--- src/ebfs_pkg.sv ---
// Package for the e-book format sniffer: format codes and magic byte strings.
`default_nettype none
package ebfs_pkg;

	typedef enum logic [2:0] {
		FMT_UNKNOWN = 3'd0,
		FMT_MOBI    = 3'd1,
		FMT_AZW3    = 3'd2,
		FMT_DJVU    = 3'd3,
		FMT_FB2     = 3'd4
	} format_t;

	// One byte beat as it travels from the input stage to the tracker.
	typedef struct packed {
		logic [7:0] byte_value;
		logic       is_last;
	} beat_t;

	localparam int unsigned WIN_DEPTH     = 10;
	localparam int unsigned AZW3_MIN_SIZE = 132;
	localparam int unsigned MIN_SIZE      = 8;

	localparam logic [7:0] MOBI_TAG [8] = '{8'h42, 8'h4F, 8'h4F, 8'h4B,
		8'h4D, 8'h4F, 8'h42, 8'h49};
	localparam logic [7:0] DJVU_TAG [8] = '{8'h41, 8'h54, 8'h26, 8'h54,
		8'h46, 8'h4F, 8'h52, 8'h4D};
	localparam logic [7:0] XML_TAG  [5] = '{8'h3C, 8'h3F, 8'h78, 8'h6D, 8'h6C};
	// "FictionBook", first character first
	localparam logic [7:0] FB_TAG   [11] = '{8'h46, 8'h69, 8'h63, 8'h74,
		8'h69, 8'h6F, 8'h6E, 8'h42, 8'h6F, 8'h6F, 8'h6B};
	// "KF8"
	localparam logic [7:0] KF8_TAG  [3] = '{8'h4B, 8'h46, 8'h38};

endpackage
`default_nettype wire

--- src/ebfs_track.sv ---
// Per-file tracker: position counter, byte window, match flags and the decision.
`default_nettype none
module ebfs_track
	import ebfs_pkg::*;
#(
	parameter int unsigned SEARCH_LIMIT = 1024,
	parameter int unsigned MOBI_OFFSET  = 60
) (
	input  wire logic    clk,
	input  wire logic    arst_n,
	input  wire beat_t   beat,
	input  wire logic    step,
	output format_t      code
);

	localparam int unsigned POS_SAT = SEARCH_LIMIT + MOBI_OFFSET + 256;
	localparam int unsigned PW      = $clog2(POS_SAT + 1);

	localparam logic [PW-1:0] P_SAT     = PW'(POS_SAT);
	localparam logic [PW-1:0] P_MO      = PW'(MOBI_OFFSET);
	localparam logic [PW-1:0] P_MO_END  = PW'(MOBI_OFFSET + 8);
	localparam logic [PW-1:0] P_MO_SIZE = PW'(MOBI_OFFSET + 7);
	localparam logic [PW-1:0] P_LIMIT   = PW'(SEARCH_LIMIT);
	localparam logic [PW-1:0] P_AZW3    = PW'(AZW3_MIN_SIZE - 1);
	localparam logic [PW-1:0] P_SHORT   = PW'(MIN_SIZE - 1);
	localparam logic [PW-1:0] P_DJVU    = PW'(8);
	localparam logic [PW-1:0] P_XML     = PW'(5);
	localparam logic [PW-1:0] P_KF8     = PW'(2);
	localparam logic [PW-1:0] P_FB      = PW'(10);

	logic [PW-1:0] pos_q;
	logic [7:0]    win_q [WIN_DEPTH];
	logic          mobi_q, djvu_q, xml_q, kf8_q, fb_q;

	logic [2:0]    mo_rel;
	logic          mobi_d, djvu_d, xml_d, kf8_d, fb_d;
	logic          kf8_hit, fb_hit;
	logic [7:0]    b;

	assign b      = beat.byte_value;
	// Offset inside the MOBI tag; only used while the position is inside it.
	assign mo_rel = pos_q[2:0] - P_MO[2:0];

	always_comb begin
		kf8_hit = (b == KF8_TAG[2]) && (win_q[0] == KF8_TAG[1]) && (win_q[1] == KF8_TAG[0]);
		fb_hit  = (b == FB_TAG[10]);
		for (int i = 0; i < 10; i++) begin
			if (win_q[i] != FB_TAG[9 - i]) begin
				fb_hit = 1'b0;
			end
		end
	end

	always_comb begin
		mobi_d = mobi_q;
		djvu_d = djvu_q;
		xml_d  = xml_q;
		kf8_d  = kf8_q;
		fb_d   = fb_q;
		if (pos_q >= P_MO && pos_q < P_MO_END && b != MOBI_TAG[mo_rel]) begin
			mobi_d = 1'b0;
		end
		if (pos_q < P_DJVU && b != DJVU_TAG[pos_q[2:0]]) begin
			djvu_d = 1'b0;
		end
		if (pos_q < P_XML && b != XML_TAG[pos_q[2:0]]) begin
			xml_d = 1'b0;
		end
		if (pos_q >= P_KF8 && kf8_hit) begin
			kf8_d = 1'b1;
		end
		if (pos_q >= P_FB && pos_q < P_LIMIT && fb_hit) begin
			fb_d = 1'b1;
		end
	end

	// Decide on the flags as updated by the current byte.
	always_comb begin
		if (pos_q < P_SHORT) begin
			code = FMT_UNKNOWN;
		end else if (pos_q >= P_MO_SIZE && mobi_d) begin
			code = (pos_q >= P_AZW3 && kf8_d) ? FMT_AZW3 : FMT_MOBI;
		end else if (djvu_d) begin
			code = FMT_DJVU;
		end else if (xml_d && fb_d) begin
			code = FMT_FB2;
		end else begin
			code = FMT_UNKNOWN;
		end
	end

	always_ff @(posedge clk or negedge arst_n) begin
		if (!arst_n) begin
			pos_q  <= '0;
			mobi_q <= 1'b1;
			djvu_q <= 1'b1;
			xml_q  <= 1'b1;
			kf8_q  <= 1'b0;
			fb_q   <= 1'b0;
			for (int i = 0; i < WIN_DEPTH; i++) begin
				win_q[i] <= '0;
			end
		end else if (step) begin
			if (beat.is_last) begin
				pos_q  <= '0;
				mobi_q <= 1'b1;
				djvu_q <= 1'b1;
				xml_q  <= 1'b1;
				kf8_q  <= 1'b0;
				fb_q   <= 1'b0;
				for (int i = 0; i < WIN_DEPTH; i++) begin
					win_q[i] <= '0;
				end
			end else begin
				if (pos_q < P_SAT) begin
					pos_q <= pos_q + PW'(1);
				end
				mobi_q   <= mobi_d;
				djvu_q   <= djvu_d;
				xml_q    <= xml_d;
				kf8_q    <= kf8_d;
				fb_q     <= fb_d;
				win_q[0] <= b;
				for (int i = 1; i < WIN_DEPTH; i++) begin
					win_q[i] <= win_q[i - 1];
				end
			end
		end
	end

endmodule
`default_nettype wire

--- src/ebook_format_sniffer.sv ---
// A byte beat is first captured in the input register and then steps the tracker; on the
// last byte the format code is loaded into the output register and shown from there.
// Throughput: one byte per cycle, also while a result waits; the only stall is
// a last byte held in the input register while the output register is full.
// Reset (arst_n low): both registers empty, tracker at the start of a file.
`default_nettype none
module ebook_format_sniffer
	import ebfs_pkg::*;
#(
	parameter int unsigned SEARCH_LIMIT = 1024,
	parameter int unsigned MOBI_OFFSET  = 60
) (
	input  wire logic       clk,
	input  wire logic       arst_n,
	input  wire logic       item_valid,
	output logic            item_ready,
	input  wire logic [7:0] byte_value,
	input  wire logic       is_last,
	output logic            result_valid,
	input  wire logic       result_ready,
	output logic [2:0]      format_code
);

	// Input register stage
	logic       valid_s1;
	logic [7:0] byte_s1;
	logic       last_s1;
	// Output register
	logic       out_valid_q;
	format_t    code_q;

	beat_t      beat_s1;
	format_t    code;
	logic       out_free;
	logic       s1_go;

	// Output register frees up this cycle if empty or being taken.
	assign out_free = !out_valid_q || result_ready;
	// A middle byte never needs the output side; a last byte waits for room.
	assign s1_go      = valid_s1 && (!last_s1 || out_free);
	assign item_ready = !valid_s1 || s1_go;

	assign beat_s1 = '{byte_value: byte_s1, is_last: last_s1};

	ebfs_track #(
		.SEARCH_LIMIT(SEARCH_LIMIT),
		.MOBI_OFFSET (MOBI_OFFSET)
	) u_track (
		.clk   (clk),
		.arst_n(arst_n),
		.beat  (beat_s1),
		.step  (s1_go),
		.code  (code)
	);

	// Hold the input beat until the tracker takes it.
	always_ff @(posedge clk or negedge arst_n) begin
		if (!arst_n) begin
			valid_s1 <= 1'b0;
		end else if (item_ready) begin
			valid_s1 <= item_valid;
		end
	end

	always_ff @(posedge clk) begin
		if (item_ready && item_valid) begin
			byte_s1 <= byte_value;
			last_s1 <= is_last;
		end
	end

	// Load the result on a last byte; drop it once the consumer takes the beat.
	always_ff @(posedge clk or negedge arst_n) begin
		if (!arst_n) begin
			out_valid_q <= 1'b0;
		end else if (s1_go && last_s1) begin
			out_valid_q <= 1'b1;
		end else if (result_ready) begin
			out_valid_q <= 1'b0;
		end
	end

	always_ff @(posedge clk) begin
		if (s1_go && last_s1) begin
			code_q <= code;
		end
	end

	assign result_valid = out_valid_q;
	assign format_code  = code_q;

endmodule
`default_nettype wire

--- config.mk ---
export PLATFORM = sky130hd
export DESIGN_NAME = ebook_format_sniffer
export DESIGN_NICKNAME = d
export VERILOG_FILES = /design/src/ebfs_pkg.sv /design/src/ebfs_track.sv /design/src/ebook_format_sniffer.sv
export SDC_FILE = /design/constraint.sdc
export NUM_CORES = 1
export LEC_CHECK = 0
export ABC_AREA = 1
export BUFFER_PORTS_ARGS = -buffer_cell sky130_fd_sc_hd__buf_2
export CAP_MARGIN = 20
export CORE_UTILIZATION = 55
export CTS_CLUSTER_DIAMETER = 150
export CTS_CLUSTER_SIZE = 8
export DETAILED_ROUTE_END_ITERATION = 8
export PLACE_DENSITY = 0.75
export SYNTH_ARGS = -nofsm -noshare
export SYNTH_HDL_FRONTEND = slang
export SYNTH_HIERARCHICAL = 1
export SYNTH_SLANG_ARGS = --single-unit
--- constraint.sdc ---
create_clock -name clk -period 2 [get_ports clk]
set_input_delay 0.3 -clock clk [delete_from_list [all_inputs] [get_ports clk]]
set_output_delay 0.3 -clock clk [all_outputs]
set_load 0.005 [all_outputs]
# Yosys cells after proc, flatten, opt, wreduce, memory -nomap -nowiden
# Memories as Yosys holds them, arrays and structs flattened.
# Index checks and enable logic that the tools add are counted.
[totals]
romBits = 192
word_cells = 117
n_memories = 3
out_inout_bits = 5
in_bits = 13
reg_bits = 110
[op_classes]
add_sub_neg = 2
n_lt_le_gt_ge = 13
muxes = 35
bitwise_logic = 2
n_eq_ne = 17
reduce_logical = 24
[mem_list]
columns = ["memory", "words", "word_bits", "rd", "rd_clocked_by_memory_dff", "wr", "line", "rtl"]
rows = [
  ["(name not given)", 8, 8, 1, 0, 0, "ebfs_track.sv:66", "if (pos_q < P_XML && b != XML_TAG[pos_q[2:0]]) begin"],
  ["(name not given)", 8, 8, 1, 0, 0, "ebfs_track.sv:63", "if (pos_q < P_DJVU && b != DJVU_TAG[pos_q[2:0]]) begin"],
  ["(name not given)", 8, 8, 1, 0, 0, "ebfs_track.sv:60", "if (pos_q >= P_MO && pos_q < P_MO_END && b != MOBI_TAG[mo_rel]) begin"],
]
[ops]
columns = ["cell", "count"]
rows = [
  ["80-bit two-way mux", 1],
  ["8-bit by 7-bit inequality test with 1-bit output (second input constant)", 10],
  ["8-bit two-way mux", 6],
  ["8-bit by 7-bit equality test with 1-bit output (second input constant)", 3],
  ["8-bit inequality test", 3],
  ["11-bit less-than comparator (second input constant)", 2],
  ["11-bit by 3-bit less-than comparator with 1-bit output (second input constant)", 2],
  ["1-bit two-way mux", 22],
  ["11-bit two-way mux", 2],
  ["1-bit logical AND", 15],
  ["11-bit by 1-bit adder with 11-bit output (second input constant)", 1],
  ["11-bit by 2-bit greater-or-equal comparator with 1-bit output (second input constant)", 1],
  ["11-bit by 4-bit greater-or-equal comparator with 1-bit output (second input constant)", 1],
  ["11-bit by 6-bit greater-or-equal comparator with 1-bit output (second input constant)", 1],
  ["11-bit by 7-bit greater-or-equal comparator with 1-bit output (second input constant)", 1],
  ["11-bit by 8-bit greater-or-equal comparator with 1-bit output (second input constant)", 1],
  ["11-bit by 4-bit less-than comparator with 1-bit output (second input constant)", 1],
  ["11-bit by 7-bit less-than comparator with 1-bit output (second input constant)", 1],
  ["3-bit two-way mux", 3],
  ["8-bit by 6-bit equality test with 1-bit output (second input constant)", 1],
  ["4-bit greater-or-equal comparator (second input constant)", 2],
  ["3-bit NOT with 4-bit output", 2],
  ["2-bit nonzero test", 2],
  ["1-bit zero test", 3],
  ["other kinds (4)", 6],
]

# Depth between registers and ports, before layout
[depth]
word_depth = 17
ltp_mapped = 14

# By module
# The synthesis kept the hierarchy.
[modules_own_cells]
columns = ["module", "instances", "cells_per_inst", "seq_area_each_um2", "area_per_inst_um2"]
rows = [
  ["ebfs_track", 1, 606, 2406.1, 4838.4],
  ["ebook_format_sniffer", 1, 27, 410.4, 470.5],
]

# Least setup slack after synthesis
# OpenSTA, ideal clock, no wires.
[synth_path]
kind = "flip-flop to flip-flop"
start = "register u_track.pos_q[0]"
end = "register code_q[1], in the netlist format_code[1] (data pin)"
arrival_time_ns = 1.694
path_slack_ns = 0.052
stages_incl_launch_ff = 14
cell_sequence = "dfrtp_1 -> buf_2 -> inv_1 -> ha_1 -> inv_1 -> nand2_1 -> nand2_1 -> nand2_1 -> nand2_1 -> nand3_1 -> nand2_1 -> nand3_2 -> a21oi_1 -> nor2_1"
[synth_via]
elab_chain_cells = 10
word_cells_on_any_way = 30
[synth_rtl]
columns = ["item", "line", "rtl"]
rows = [
  ["start: declaration", "ebfs_track.sv:31", "logic [PW-1:0] pos_q;"],
  ["start signal: assignment", "ebfs_track.sv:116", "pos_q <= pos_q + PW'(1);"],
  ["3-bit subtractor", "ebfs_track.sv:42", "assign mo_rel = pos_q[2:0] - P_MO[2:0];"],
  ["3-bit NOT with 4-bit output (implied by the code)", "ebfs_track.sv:60", ""],
  ["memory read 8 x 8 bit", "n/a", ""],
  ["8-bit two-way mux (implied by the code) (2 in a row)", "ebfs_track.sv:60", ""],
  ["8-bit inequality test", "ebfs_track.sv:60", ""],
  ["1-bit logical AND", "ebfs_track.sv:60", ""],
  ["1-bit two-way mux", "ebfs_track.sv:60", ""],
  ["1-bit logical AND", "ebfs_track.sv:81", "end else if (pos_q >= P_MO_SIZE && mobi_d) begin"],
  ["3-bit two-way mux", "ebfs_track.sv:81", ""],
  ["end signal: assignment", "ebook_format_sniffer.sv:85", "code_q <= code;"],
  ["end: declaration", "ebook_format_sniffer.sv:30", "format_t code_q;"],
]
# Parallel ways exist; a longest one is shown, timed or not. The select of a mux whose other input is x is not followed.
# A chain may end at the register's enable or synchronous reset.

# Final worst setup path
[layout_path]
start = "register u_track.pos_q[1]"
end = "register code_q[2], in the netlist format_code[2] (data pin)"
[layout_via]
elab_chain_cells = 11
word_cells_on_any_way = 38
[layout_rtl]
columns = ["item"]
rows = [
  ["parallel branches: the longest is 11 deep, another holds memory read 8 x 8 bit"],
]
# Several ways; the timed one is not identified. The select of a mux whose other input is x is not followed.

==> metrics <==
Min-Delay Path Class=in -> reg; per-cell via count in the routed design=5.474; area of the die=10050 µm²; largest fanout on the critical path=7; level count of the clock H-tree=3; Post-synth EDFFs=12; part of the Yosys area used for sequential elements=53.05%; Total Nets Final=673; global-route wire length before repair=19390 µm; antenna fix cells=0; routability cong.=0.9157; arrival time of the worst setup path=2.09 ns; die width=100.2 µm; vias after detailed routing=4308; top library cells by usage in the layout, fill and taps aside=nand2_1, inv_1, dfrtp_1; Setup-failing EPs final=0; number of design rule violations left after detail routing=0; power per unit of standard cell area=753.4 nW/µm²; Setup crit end kind=flop; root buf cell=clkbuf_8; number of antenna violations at the first check in global routing=0; worst setup skew after layout=0.008553 ns; clock-pin slew of the registers on the worst-case setup and hold paths=0.10 ns; Setup Buffers After CTS=0; final routed wirelength across all metal layers=11370 µm; Final Slew Violations=0; clock latency on the worst-skew pair=0.37 ns; synthesized area per cell=8.387 µm²; count of nets left with antenna violations after detail routing=0; Inserted Clock Buffers=9; async set or reset register ratio after synthesis=89.09%; effective utilization at floorplan=57.18%; Yosys warning count=6; worst setup path category=reg -> reg; commonest register cell after synthesis=dfrtp_1; run status=finished, final reports clean; via count of the first global-routing pass=4150; Max rail drop VDD=0.0004579 V; Post-Route Setup TNS=0 ns; leakage power=0.002592 µW; port bufs=17; CTS tree=done; data required time at the worst endpoint=2.23 ns; standard-cell row count=35; total track usage=24.69%; worst-margin pin slew=0.4868 ns; unrepaired setup endpoints after global routing=false; iteration count of the initial detailed-routing pass=5; max-slew headroom at the worst pin=67.55%; cell area after synthesis=5309 µm²; clock period minus worst slack=1.856 ns; violation count after the first detailed-routing iteration=282; number of hold violations in the final report=0; Synth Instances=633; routed length per instance=14.45 µm; CTS sink cnt=110; Max-cap violations=0; post-detailed-placement half-perimeter wirelength=8160 µm; Clock Tree Buf Depth=2; placeable core region=9284 µm²; most common cell after layout, fill and taps aside=nand2_1; highest clock rate=538.9 MHz; proportion of layout cells with a drive suffix above 1=11.40%; crit share post-route=92.78%; worst setup slack after layout=0.1445 ns; flip-flop and latch count after synthesis=110; category of the worst setup path launch point=flop; pin count of the biggest net entering global routing=82; die height=100.2 µm; count of pins on the block boundary=18; global-route congestion overflow total=0; worst setup timing slack at the placement stage=0.05165 ns; Mapped Nets=653; layout-stage area growth over the synthesis result=9.121%; post-synth cell types=33
==> power breakdown <==
part / internal [µW] / switching (µW)
clock: 471 / 761
combinational: 237 / 467
sequential: 2360 / 66.8
==> routing by layer <==
metal | GRT usage, % | wire length (µm) | vias up
li1 | - | - | 2107
met1 | 32.19 | 5077 | 2066
met2 | 41.46 | 5639 | 117
met3 | 5.641 | 447 | 18
met4 | 7.023 | 208 | 0
met5 | 0 | 0 | -
==> cell usage after synthesis, types with 6 or more instances <==
master,count,share of area [%]
nand2_2,6,0.71
nor3_1,6,0.57
o22ai_1,78,9.2
inv_1,112,7.9
ha_1,7,1.6
nand2_1,126,8.9
edfxtp_1,12,6.8
a21oi_1,8,0.75
nor2_1,62,4.4
nand3_1,40,3.8
dfrtp_1,95,45
o21ai_0,14,1.3
clkbuf_1,13,0.92
nand4_1,16,1.9
==> area by class of cell <==
class                   count  area (µm²)
multi-input cells         384        1944
repair buffers             32       252.7
well taps                 129       161.4
clock buffers               9       123.9
fillers                   815        3491
clock inverters             7       55.05
flip-flops and latches    110        2818
inverters                 116       437.9
==> logic make-up after synthesis <==
group	count (synthesis)	share of synthesized area [%]
simple gates	267	22.27
fa+ha+maj	7	1.650
xor+xnor	4	0.6600
buf+inv	139	10.37
flops	110	53.05
compound gates	106	12.00
==> worst max-delay path, stage by stage, from the launching register on <==
cell and delay, ns:
dfrtp_1 0.37, buf_4 0.16, ha_2 0.22, inv_1 0.08
ha_1 0.19, xnor2_1 0.14, nand2_1 0.07, nor2_1 0.10
nand2_1 0.06, nand2_1 0.06, nand2_1 0.07, nor2_1 0.08
nand2_1 0.07, nor2_1 0.08
==> per-stage QoR <==
stage / power, µW / hold slack, ns / util [%] / instances / cell area (µm²)
floorplan: 2948 / 0.004409 / - / 633 / 5309
global placement: 3141 / 0.2930 / 60.30 / 770 / 5598
detailed placement: 3159 / 0.2999 / 60.30 / 770 / 5598
CTS: 4386 / 0.08037 / 62.33 / 787 / 5787
global route: 4587 / 0.07424 / 62.40 / 787 / 5793
finish: 4364 / 0.1029 / 62.40 / 787 / 5793
==> path summary, 6_finish.rpt <==
check	from	endpoint	slack [ns]	cells past startpoint
setup / recovery	u_track/pos_q[1]	format_code[2]	0.14	13
hold / removal	byte_value[2]	byte_s1[2]	0.10	1
setup reg to reg	u_track/pos_q[1]	format_code[2]	0.14	13
hold reg to reg	u_track/xml_q	u_track/xml_q	0.49	2
max in group asynchronous	arst_n	u_track/xml_q	0.96	3
min in group asynchronous	arst_n	u_track/win_q[42]	0.43	2
==> registers in the layout, summed over array words and instances, names as in the netlist <==
name / count
u_track/kf8_q: 1
format_code: 3
byte_s1: 8
u_track/xml_q: 1
valid_s1: 1
result_valid: 1
last_s1: 1
u_track/fb_q: 1
u_track/pos_q: 11
u_track/mobi_q: 1
u_track/djvu_q: 1
u_track/win_q: 80
==> repair_timing <==
action | 4_1_cts | 5_1_grt
hold endpoints to repair | 35 | 0
gates resized for setup | 0 | 7
hold buffers | 1 | 0
endpoints found under the setup margin | 0 | 3
Note: power is estimated with default switching activity, not from simulation.
